$ cat config.mk
export PLATFORM = sky130hd
export DESIGN_NAME = bssid_client_address_learner_unit_flat
export DESIGN_NICKNAME = d
export VERILOG_FILES = /design/src/rtl/bcal_pkg.sv /design/src/rtl/bcal_if.sv /design/src/rtl/bcal_ram.sv /design/src/rtl/bcal_cfg.sv /design/src/rtl/bcal_engine.sv /design/src/rtl/bssid_client_address_learner_unit.sv /design/src/flat_wrapper.sv
export SDC_FILE = /design/constraint.sdc
export NUM_CORES = 2
export LEC_CHECK = 0
export BUFFER_PORTS_ARGS = -buffer_cell sky130_fd_sc_hd__buf_2
export CAP_MARGIN = 15
export CORE_MARGIN = 3
export CORE_UTILIZATION = 56
export CTS_CLUSTER_SIZE = 25
export DETAILED_ROUTE_END_ITERATION = 8
export HOLD_SLACK_MARGIN = 0.08
export PLACE_DENSITY_LB_ADDON = 0.12
export SLEW_MARGIN = 20
export SYNTH_ARGS = -nofsm -noshare
export SYNTH_HDL_FRONTEND = slang
export SYNTH_SLANG_ARGS = --single-unit
export TNS_END_PERCENT = 1
$ cat constraint.sdc
create_clock -name clk_i -period 6.5 [get_ports clk_i]
set_clock_uncertainty 0.15 [all_clocks]
set_input_delay 1.3 -clock clk_i [delete_from_list [all_inputs] [get_ports clk_i]]
set_output_delay 1.3 -clock clk_i [all_outputs]
set_load 0.01 [all_outputs]
$ cat src/rtl/bcal_pkg.sv
// Shared types and constants for the client address learner.
package bcal_pkg;

  // Width of a station or access-point address.
  localparam int unsigned ADDR_W = 48;
  // Width of the reported entry count.
  localparam int unsigned HELD_W = 7;
  // Configuration port widths.
  localparam int unsigned PADDR_W = 4;
  localparam int unsigned PDATA_W = 64;

  // The broadcast address is all ones.
  localparam logic [ADDR_W-1:0] BCAST_ADDR = {ADDR_W{1'b1}};

  // Register index of the access-point address (byte address bit 3).
  localparam logic REG_AP_ADDR = 1'b0;

  // Sequencer states of the learning engine.
  typedef enum logic [1:0] {
    ST_IDLE,
    ST_SCAN,
    ST_DECIDE
  } state_e;

endpackage

$ cat src/rtl/bcal_if.sv
// Valid/ready channels for frame address words and learning result words.
interface bcal_in_if;
  import bcal_pkg::*;
  logic              valid;
  logic              ready;
  logic [ADDR_W-1:0] source_address;
  logic [ADDR_W-1:0] destination_address;

  modport source (output valid, output source_address, output destination_address,
                  input ready);
  modport sink (input valid, input source_address, input destination_address,
                output ready);
endinterface

interface bcal_out_if;
  import bcal_pkg::*;
  logic              valid;
  logic              ready;
  logic              candidate_seen;
  logic              newly_added;
  logic              table_full_drop;
  logic [ADDR_W-1:0] client_address;
  logic [HELD_W-1:0] entries_held;

  modport source (output valid, output candidate_seen, output newly_added,
                  output table_full_drop, output client_address, output entries_held,
                  input ready);
  modport sink (input valid, input candidate_seen, input newly_added,
                input table_full_drop, input client_address, input entries_held,
                output ready);
endinterface

$ cat src/rtl/bcal_ram.sv
// Generic single-write, single-read synchronous RAM with registered read data.
module bcal_ram #(
  parameter int unsigned WIDTH = 8,
  parameter int unsigned DEPTH = 16
) (
  input  logic                                   clk_i,
  input  logic                                   we_i,
  input  logic [(DEPTH > 1 ? $clog2(DEPTH) : 1)-1:0] waddr_i,
  input  logic [WIDTH-1:0]                       wdata_i,
  input  logic                                   re_i,
  input  logic [(DEPTH > 1 ? $clog2(DEPTH) : 1)-1:0] raddr_i,
  output logic [WIDTH-1:0]                       rdata_o
);

  logic [WIDTH-1:0] mem_q [DEPTH];
  logic [WIDTH-1:0] rdata_q;

  // Write port.
  always_ff @(posedge clk_i) begin
    if (we_i) begin
      mem_q[waddr_i] <= wdata_i;
    end
  end

  // Read port with registered read data.
  always_ff @(posedge clk_i) begin
    if (re_i) begin
      rdata_q <= mem_q[raddr_i];
    end
  end

  assign rdata_o = rdata_q;

endmodule

$ cat src/rtl/bcal_cfg.sv
// APB register block holding the access-point address.
module bcal_cfg (
  input  logic                          clk_i,
  input  logic                          rst_ni,
  input  logic                          psel,
  input  logic                          penable,
  input  logic                          pwrite,
  input  logic [bcal_pkg::PADDR_W-1:0]  paddr,
  input  logic [bcal_pkg::PDATA_W-1:0]  pwdata,
  output logic [bcal_pkg::PDATA_W-1:0]  prdata,
  output logic                          pready,
  output logic [bcal_pkg::ADDR_W-1:0]   ap_addr_o
);
  import bcal_pkg::*;

  logic [ADDR_W-1:0] ap_addr_q;
  logic              sel_ap;

  // Registers are eight bytes apart; bit 3 selects the register.
  assign sel_ap = (paddr[3] == REG_AP_ADDR);
  assign pready = 1'b1;

  // Register write at the access phase.
  always_ff @(posedge clk_i or negedge rst_ni) begin
    if (!rst_ni) begin
      ap_addr_q <= '0;
    end else if (psel && penable && pwrite && sel_ap) begin
      ap_addr_q <= pwdata[ADDR_W-1:0];
    end
  end

  // Read data mux.
  always_comb begin
    prdata = '0;
    if (sel_ap) begin
      prdata = PDATA_W'(ap_addr_q);
    end
  end

  assign ap_addr_o = ap_addr_q;

endmodule

$ cat src/rtl/bcal_engine.sv
// Learning sequencer: picks the candidate, scans the table memory and appends.
module bcal_engine #(
  parameter int unsigned TABLE_DEPTH = 64,
  localparam int unsigned AW = (TABLE_DEPTH > 1) ? $clog2(TABLE_DEPTH) : 1,
  localparam int unsigned CW = $clog2(TABLE_DEPTH + 1)
) (
  input  logic                        clk_i,
  input  logic                        rst_ni,
  input  logic [bcal_pkg::ADDR_W-1:0] ap_addr_i,
  bcal_in_if.sink                     in_i,
  bcal_out_if.source                  out_o,
  output logic                        ram_we_o,
  output logic [AW-1:0]               ram_waddr_o,
  output logic [bcal_pkg::ADDR_W-1:0] ram_wdata_o,
  output logic                        ram_re_o,
  output logic [AW-1:0]               ram_raddr_o,
  input  logic [bcal_pkg::ADDR_W-1:0] ram_rdata_i
);
  import bcal_pkg::*;

  localparam logic [CW-1:0] DepthC = CW'(TABLE_DEPTH);

  state_e            state_q, state_d;
  logic [ADDR_W-1:0] cand_q, cand_d;
  logic              seen_q, seen_d;
  logic              found_q, found_d;
  logic              pend_q, pend_d;
  logic [CW-1:0]     iss_q, iss_d;
  logic [CW-1:0]     count_q, count_d;

  logic              out_valid_q, out_valid_d;
  logic              out_seen_q, out_seen_d;
  logic              out_added_q, out_added_d;
  logic              out_drop_q, out_drop_d;
  logic [ADDR_W-1:0] out_addr_q, out_addr_d;
  logic [HELD_W-1:0] out_held_q, out_held_d;

  logic              bcast;
  logic              dst_is_ap;
  logic              src_is_ap;
  logic              hit;
  logic              issue;
  logic              room;
  logic              add;
  logic              out_free;

  // Candidate selection on the incoming word.
  assign bcast     = (in_i.source_address == BCAST_ADDR) ||
                     (in_i.destination_address == BCAST_ADDR) ||
                     (in_i.source_address == in_i.destination_address);
  assign dst_is_ap = (in_i.destination_address == ap_addr_i);
  assign src_is_ap = (in_i.source_address == ap_addr_i);

  // Scan compare and read issue; valid entries are always 0 .. count-1.
  assign hit      = pend_q && (ram_rdata_i == cand_q);
  assign issue    = (state_q == ST_SCAN) && (iss_q < count_q) && !hit;
  assign room     = (count_q < DepthC);
  assign add      = (state_q == ST_DECIDE) && seen_q && !found_q && room;
  assign out_free = !out_valid_q || out_o.ready;

  assign ram_re_o    = issue;
  assign ram_raddr_o = iss_q[AW-1:0];
  assign ram_we_o    = add && out_free;
  assign ram_waddr_o = count_q[AW-1:0];
  assign ram_wdata_o = cand_q;

  assign in_i.ready = (state_q == ST_IDLE);

  // Next state and datapath.
  always_comb begin
    state_d     = state_q;
    cand_d      = cand_q;
    seen_d      = seen_q;
    found_d     = found_q;
    pend_d      = issue;
    iss_d       = issue ? iss_q + 1'b1 : iss_q;
    count_d     = count_q;
    out_valid_d = out_valid_q && !out_o.ready;
    out_seen_d  = out_seen_q;
    out_added_d = out_added_q;
    out_drop_d  = out_drop_q;
    out_addr_d  = out_addr_q;
    out_held_d  = out_held_q;
    case (state_q)
      ST_IDLE: begin
        if (in_i.valid) begin
          seen_d  = !bcast && (dst_is_ap || src_is_ap);
          cand_d  = '0;
          if (!bcast && dst_is_ap) begin
            cand_d = in_i.source_address;
          end else if (!bcast && src_is_ap) begin
            cand_d = in_i.destination_address;
          end
          found_d = 1'b0;
          iss_d   = '0;
          pend_d  = 1'b0;
          state_d = seen_d ? ST_SCAN : ST_DECIDE;
        end
      end
      ST_SCAN: begin
        if (hit) begin
          found_d = 1'b1;
          state_d = ST_DECIDE;
        end else if (!pend_q && (iss_q == count_q)) begin
          state_d = ST_DECIDE;
        end
      end
      ST_DECIDE: begin
        if (out_free) begin
          if (add) begin
            count_d = count_q + 1'b1;
          end
          out_valid_d = 1'b1;
          out_seen_d  = seen_q;
          out_added_d = add;
          out_drop_d  = seen_q && !found_q && !room;
          out_addr_d  = cand_q;
          out_held_d  = HELD_W'(count_d);
          state_d     = ST_IDLE;
        end
      end
      default: begin
        state_d = ST_IDLE;
      end
    endcase
  end

  // Control registers.
  always_ff @(posedge clk_i or negedge rst_ni) begin
    if (!rst_ni) begin
      state_q     <= ST_IDLE;
      count_q     <= '0;
      out_valid_q <= 1'b0;
      pend_q      <= 1'b0;
      iss_q       <= '0;
      found_q     <= 1'b0;
      seen_q      <= 1'b0;
    end else begin
      state_q     <= state_d;
      count_q     <= count_d;
      out_valid_q <= out_valid_d;
      pend_q      <= pend_d;
      iss_q       <= iss_d;
      found_q     <= found_d;
      seen_q      <= seen_d;
    end
  end

  // Payload registers.
  always_ff @(posedge clk_i) begin
    cand_q      <= cand_d;
    out_seen_q  <= out_seen_d;
    out_added_q <= out_added_d;
    out_drop_q  <= out_drop_d;
    out_addr_q  <= out_addr_d;
    out_held_q  <= out_held_d;
  end

  assign out_o.valid           = out_valid_q;
  assign out_o.candidate_seen  = out_seen_q;
  assign out_o.newly_added     = out_added_q;
  assign out_o.table_full_drop = out_drop_q;
  assign out_o.client_address  = out_addr_q;
  assign out_o.entries_held    = out_held_q;

  // The fill count never passes the table depth.
  a_count_bound: assert property (@(posedge clk_i) disable iff (!rst_ni)
    count_q <= DepthC) else $error("entry count above table depth");

  // A table write always grows the count by exactly one.
  a_write_grows: assert property (@(posedge clk_i) disable iff (!rst_ni)
    ram_we_o |=> (count_q == $past(count_q) + 1'b1))
    else $error("table write without count increment");

  // A drop is only reported with a full table.
  a_drop_full: assert property (@(posedge clk_i) disable iff (!rst_ni)
    (out_valid_q && out_drop_q) |-> (count_q == DepthC))
    else $error("drop reported with free entries");

  // A new entry or a drop always comes with a candidate.
  a_flags_seen: assert property (@(posedge clk_i) disable iff (!rst_ni)
    (out_valid_q && (out_added_q || out_drop_q)) |-> out_seen_q)
    else $error("add or drop flag without candidate");

endmodule

$ cat src/rtl/bssid_client_address_learner_unit.sv
// Sequence: a frame with no candidate goes from acceptance to the decide state and then to the
// registered result; with a candidate, the table is scanned first and the scan stops on a match
// in entry k (counting from 0), or after one read per held entry plus a drain; then it decides.
// Throughput: one word at a time; the next word can be taken in the cycle in which the result is
// presented, a stalled result holds the decide state, and the one-entry-per-cycle scan sets the rest.
// Reset: the access-point address and the fill count clear; the table memory is not
// cleared, since entries at or above the fill count are never read. No clearing pass.
module bssid_client_address_learner_unit #(
  parameter int unsigned TABLE_DEPTH = 64
) (
  input  logic                          clk_i,
  input  logic                          rst_ni,
  bcal_in_if.sink                       in_i,
  bcal_out_if.source                    out_o,
  input  logic                          psel,
  input  logic                          penable,
  input  logic                          pwrite,
  input  logic [bcal_pkg::PADDR_W-1:0]  paddr,
  input  logic [bcal_pkg::PDATA_W-1:0]  pwdata,
  output logic [bcal_pkg::PDATA_W-1:0]  prdata,
  output logic                          pready
);
  import bcal_pkg::*;

  localparam int unsigned AW = (TABLE_DEPTH > 1) ? $clog2(TABLE_DEPTH) : 1;

  logic [ADDR_W-1:0] ap_addr;
  logic              ram_we;
  logic [AW-1:0]     ram_waddr;
  logic [ADDR_W-1:0] ram_wdata;
  logic              ram_re;
  logic [AW-1:0]     ram_raddr;
  logic [ADDR_W-1:0] ram_rdata;

  // Configuration registers.
  bcal_cfg u_cfg (
    .clk_i     (clk_i),
    .rst_ni    (rst_ni),
    .psel      (psel),
    .penable   (penable),
    .pwrite    (pwrite),
    .paddr     (paddr),
    .pwdata    (pwdata),
    .prdata    (prdata),
    .pready    (pready),
    .ap_addr_o (ap_addr)
  );

  // Learning sequencer.
  bcal_engine #(
    .TABLE_DEPTH (TABLE_DEPTH)
  ) u_engine (
    .clk_i       (clk_i),
    .rst_ni      (rst_ni),
    .ap_addr_i   (ap_addr),
    .in_i        (in_i),
    .out_o       (out_o),
    .ram_we_o    (ram_we),
    .ram_waddr_o (ram_waddr),
    .ram_wdata_o (ram_wdata),
    .ram_re_o    (ram_re),
    .ram_raddr_o (ram_raddr),
    .ram_rdata_i (ram_rdata)
  );

  // Client address table.
  bcal_ram #(
    .WIDTH (ADDR_W),
    .DEPTH (TABLE_DEPTH)
  ) u_table (
    .clk_i   (clk_i),
    .we_i    (ram_we),
    .waddr_i (ram_waddr),
    .wdata_i (ram_wdata),
    .re_i    (ram_re),
    .raddr_i (ram_raddr),
    .rdata_o (ram_rdata)
  );

endmodule

$ cat src/flat_wrapper.sv
// flat-port wrapper written by rule: the top's interface ports become plain ports
module bssid_client_address_learner_unit_flat import bcal_pkg::*;
#(
  parameter int unsigned TABLE_DEPTH = 64
)
  (clk_i, rst_ni, psel, penable, pwrite, paddr, pwdata, prdata, pready, in_i_valid, in_i_source_address, in_i_destination_address, in_i_ready, out_o_valid, out_o_candidate_seen, out_o_newly_added, out_o_table_full_drop, out_o_client_address, out_o_entries_held, out_o_ready);
  bcal_in_if in_i_i ();
  bcal_out_if out_o_i ();
  input  logic clk_i;
  input  logic rst_ni;
  input  logic psel;
  input  logic penable;
  input  logic pwrite;
  input  logic [bcal_pkg::PADDR_W-1:0] paddr;
  input  logic [bcal_pkg::PDATA_W-1:0] pwdata;
  output logic [bcal_pkg::PDATA_W-1:0] prdata;
  output logic pready;
  input wire logic [$bits(in_i_i.valid)-1:0] in_i_valid;
  input wire logic [$bits(in_i_i.source_address)-1:0] in_i_source_address;
  input wire logic [$bits(in_i_i.destination_address)-1:0] in_i_destination_address;
  output wire logic [$bits(in_i_i.ready)-1:0] in_i_ready;
  output wire logic [$bits(out_o_i.valid)-1:0] out_o_valid;
  output wire logic [$bits(out_o_i.candidate_seen)-1:0] out_o_candidate_seen;
  output wire logic [$bits(out_o_i.newly_added)-1:0] out_o_newly_added;
  output wire logic [$bits(out_o_i.table_full_drop)-1:0] out_o_table_full_drop;
  output wire logic [$bits(out_o_i.client_address)-1:0] out_o_client_address;
  output wire logic [$bits(out_o_i.entries_held)-1:0] out_o_entries_held;
  input wire logic [$bits(out_o_i.ready)-1:0] out_o_ready;
  assign in_i_i.valid = in_i_valid;
  assign in_i_i.source_address = in_i_source_address;
  assign in_i_i.destination_address = in_i_destination_address;
  assign in_i_ready = in_i_i.ready;
  assign out_o_valid = out_o_i.valid;
  assign out_o_candidate_seen = out_o_i.candidate_seen;
  assign out_o_newly_added = out_o_i.newly_added;
  assign out_o_table_full_drop = out_o_i.table_full_drop;
  assign out_o_client_address = out_o_i.client_address;
  assign out_o_entries_held = out_o_i.entries_held;
  assign out_o_i.ready = out_o_ready;
  bssid_client_address_learner_unit #(.TABLE_DEPTH(TABLE_DEPTH)) u_core (.clk_i(clk_i), .rst_ni(rst_ni), .in_i(in_i_i), .out_o(out_o_i), .psel(psel), .penable(penable), .pwrite(pwrite), .paddr(paddr), .pwdata(pwdata), .prdata(prdata), .pready(pready));
endmodule
==> run summary <==
The flow ran to the end, and the final reports show no timing, DRC or antenna violations. The maximum fanout along the worst path was 32. Slowest cell on the critical path: nor2_4. The tools report the initial cell density of the core as 0.5646. The worst min-delay path category was in2async.

The final cycle utilization of the critical path is 0.6793, and the max-slew violation count is 0. At the end of routability-driven placement, the weighted congestion stood at 0.8555. The number of setup violations in the final report came out at 0. The vertical extent of the die works out to 482.6 um.

The overall power of the completed layout was 43.56 mW. The max-capacitance violation count was 0; the number of input and output port buffers inserted was 259. The largest net degree at the start of global routing was 117; the part of the Yosys area used for sequential elements was 0.7749. The net switching power of the design is 8.853 mW. For this run, the slowest stage of the critical path takes 0.79 ns. Total cell area at the placement stage: 133800 sq um.

Commonest register cell after synthesis: edfxtp_1. The clock period minus final worst setup slack is 4.416 ns, and the maximum level of the CTS H-tree is 5. Buffers inserted to repair hold after CTS numbered 0. The post-synthesis sequential element count works out to 3294. Sequential standard cell area: 98590 sq um. The width of the die was 482.6 um; the total leakage power was 44.24 nW. The switching part of the total is 0.2032. The I/O pin total is 296. After the last flow step, the layout net total stands at 5963. The residual DRC count was 0; the average footprint of a synthesized cell was 24.34 sq um. The length of the first detailed-routing pass in iterations came out at 6.

The maximum clock frequency is 226.5 MHz, and the final-report hold violation count is 0. The clock drives 3294 sinks. Buffers added to address setup during post-CTS repair amount to 0.

The die covers 232900 sq um. During synthesis, Yosys emitted a total of 0 warnings. Once layout is done, the placed cells without fillers occupy 144400 sq um. Clock tree synthesis selected as its root buffer the cell clkbuf_16.

The worst relative slew slack was 0.1862. In the final layout, the multi-input gates occupy 27910 sq um. Number of library cell types mapped by synthesis: 51. The required time of the critical path is 6.89 ns, and the number of DRC markers in iteration 0 is 8177. At the later pin of the worst-skew pair, clock insertion delay measures 0.96 ns.

The run gives 0.545 as the sequential group share of total power. The setup path with the least slack is of type reg2reg. The floorplan step defined a core boundary enclosing 225300 sq um. The tools report the via count of the first global-routing pass as 61320.

The cell class contributing the biggest share of worst-path delay was simple AND/OR/NAND/NOR gates. The count of cells along the worst register-to-register path was 7. The relative contribution of the clock network to total power was 0.429. The routed design has 352600 um of wire. Relative to the synthesized area, the layout overhead comes to 13.49%.

Summed over all failing endpoints, the final setup total negative slack is 0 ns. For the pin with the worst max-slew slack, the measured transition is 1.221 ns. The number of filler instances in the final layout is 14830. Across the VDD grid, the largest voltage drop is 0.0002971 V. The first-pass GRT wire length is 489600 um, and the post-detailed-route via-to-cell ratio is 6.742.

Across all register-to-register paths, the minimum setup slack is 2.08 ns. Synthesis produced a netlist whose cell count is 5226. The longest clock path from root to sink contains 4 buffers. The count of buffering cells on the critical path with inverters included is 1. Setup repair after global routing left no endpoint under its margin. The tools report the worst slack at placement as 1.766 ns.

Clock edge transition at the registers on the reported setup and hold paths: 0.06 ns. The floorplan has 174 rows. The worst setup path is launched from a flop.

The fraction of layout instances using a drive strength above 1 is 0.3427, and the synthesized cell area is 127200 sq um. Dividing total power by cell area gives a power density of 301.7 nW/um^2. The run gives 343 as the number of buffers created by CTS. Worst flop-to-flop path startpoint: u_core.u_engine.ram_wdata_o[39]. The internal power came out at 34.70 mW. STA classifies the critical path endpoint as a flop. Post-CTS repair changed the size of 0 cells. The routed layout has 60910 vias. The aggregate global-route resource usage was 0.3080. The tools report the worst setup slack after layout as 2.084 ns. The tools report the number of antenna violations at the first check in global routing as 21. The routed wire length per instance was 39.03 um. Hold timing on the final database bottoms out at a slack of 0.1657 ns. Counting flops with a built-in enable in the synthesized netlist gives 3226. TritonCTS built the clock tree. The async set-or-reset flop fraction in the synthesized netlist came out at 0.02064.

The tools report the detailed-placement wirelength estimate as 193600 um. In this run the critical register-to-register path is captured at u_core.u_table.rdata_o[9]. Traced cell by cell, the critical path runs through xor2_1 -> nor4_1 -> nand4_1 -> nor4_2 -> a41o_1 -> nor2_4 -> buf_4. Global routing finished with a remaining overflow of 0. At the worst endpoint, the arrival time is 4.80 ns.

The post-route antenna net violation count came out at 0. The power share of the combinational group came out at 0.026.
-- layout make-up --
cell class,count,share of cell area
Timing Repair Buffer,470,0.02413
Inverter,18,0.0005200
Sequential cell,3294,0.6829
Clock buffer,421,0.06234
Clock inverter,169,0.01067
Multi-Input combinational cell,1656,0.1933
Antenna cell,14,0.0002427
Tap cell,2992,0.02593
-- cells in the final DEF, fill, tap and decap left out, drive strengths merged, types with 2 or more instances in the layout --
master and instances:
clkbuf 421, nor2 79, ha 9, mux2i 3, nand2b 7, nor4 40
mux2 48, inv 22, buf 470, mux4 1008, a31o 2, nand4 60
xor2 113, clkinvlp 8, nand2 23, bufinv 27, a22o 48, o21ai 8
conb 17, xnor2 85, diode 14, a21oi 4, clkinv 130, and3 2
dfrtp 68, nor2b 51, nand3 20, nor3 7, edfxtp 3226
-- sequential cells by signal, indices dropped and copies added, names as in the netlist --
name,cells
u_core.u_engine.found_q,1
u_core.u_table.rdata_o,48
u_core.u_engine.state_q,2
u_core.u_engine.out_o.candidate_seen,1
u_core.u_engine.out_o.table_full_drop,1
u_core.u_table.mem_q,3072
u_core.u_engine.ram_wdata_o,48
u_core.u_engine.iss_q,7
u_core.u_engine.out_o.client_address,48
u_core.u_cfg.ap_addr_o,48
u_core.u_engine.seen_q,1
u_core.u_engine.count_q,7
u_core.u_engine.out_o.entries_held,7
u_core.u_engine.pend_q,1
u_core.u_engine.out_o.newly_added,1
u_core.u_engine.out_o.valid,1
-- cells by family (layout without fill, tap and decap cells) --
logic type	after synthesis	in the layout	synth area share
DFF	3294	3294	0.7749
AOI/OAI and AO/OA	76	76	0.004859
xor gates and xnor gates	198	198	0.01363
other	2	31	0.00005904
buffers and inverters	291	1078	0.01033
muxes	1059	1059	0.1829
adders and majority gates	9	9	0.0008852
and+or+nand+nor	297	297	0.01241
-- worst max path at each step --
stage                                     from  slack (ns)  depth (start not counted)                           end
6_report       u_core.u_engine.ram_wdata_o[39]        2.08                          7     u_core.u_table.rdata_o[9]
4_1_cts             u_core.u_engine.state_q[0]        1.93                          5  u_core.u_table.mem_q[45][28]
3_5_place_dp                       out_o_ready        1.77                          7  u_core.u_table.mem_q[20][23]
3_3_place_gp                       out_o_ready        1.76                          7  u_core.u_table.mem_q[20][23]
2_1_floorplan                      out_o_ready        0.60                          4   u_core.u_table.mem_q[30][0]
5_1_grt               u_core.u_engine.iss_q[0]        1.89                          5    u_core.u_table.rdata_o[23]
-- per-layer routing --
layer | vias up | routed length [um] | track usage
met1 | 33350 | 132500 | 0.4265
met4 | 14 | 13600 | 0.1097
met3 | 579 | 31060 | 0.06118
met2 | 3332 | 175300 | 0.4974
li1 | 23640 | - | -
met5 | - | 91 | 0
-- stage by stage --
stage               cells  utilization
global route         9026       0.6407
detailed placement   8430       0.5938
finish               9034       0.6407
floorplan            5241            -
global placement     8429       0.5937
CTS                  9020       0.6405
-- power groups by stage --
stage | Sequential, mW | Combinational [mW] | Clock (mW)
global placement | 24.2 | 1.10 | 0
floorplan | 24.3 | 0.324 | 0
detailed placement | 24.2 | 1.13 | 0
CTS | 23.7 | 1.13 | 18.9
global route | 23.7 | 1.20 | 19.8
finish | 23.7 | 1.13 | 18.7
-- cell usage after synthesis, drive strengths merged (16+ instances only) --
cell type     n  area, sq um
a22o         48        420.4
buf         116        656.9
clkbuf      157        589.3
dfrtp        68         1702
edfxtp     3226        96870
inv          16        60.06
mux2         48        540.5
mux4       1008        22700
nand2        23        86.33
nand3        20        100.1
nand4        60        375.4
nor2         79        296.5
nor2b        51        319.1
nor4         40        250.2
xnor2        85        744.5
xor2        113        989.7
No activity file was read; power rests on OpenSTA's default activity.
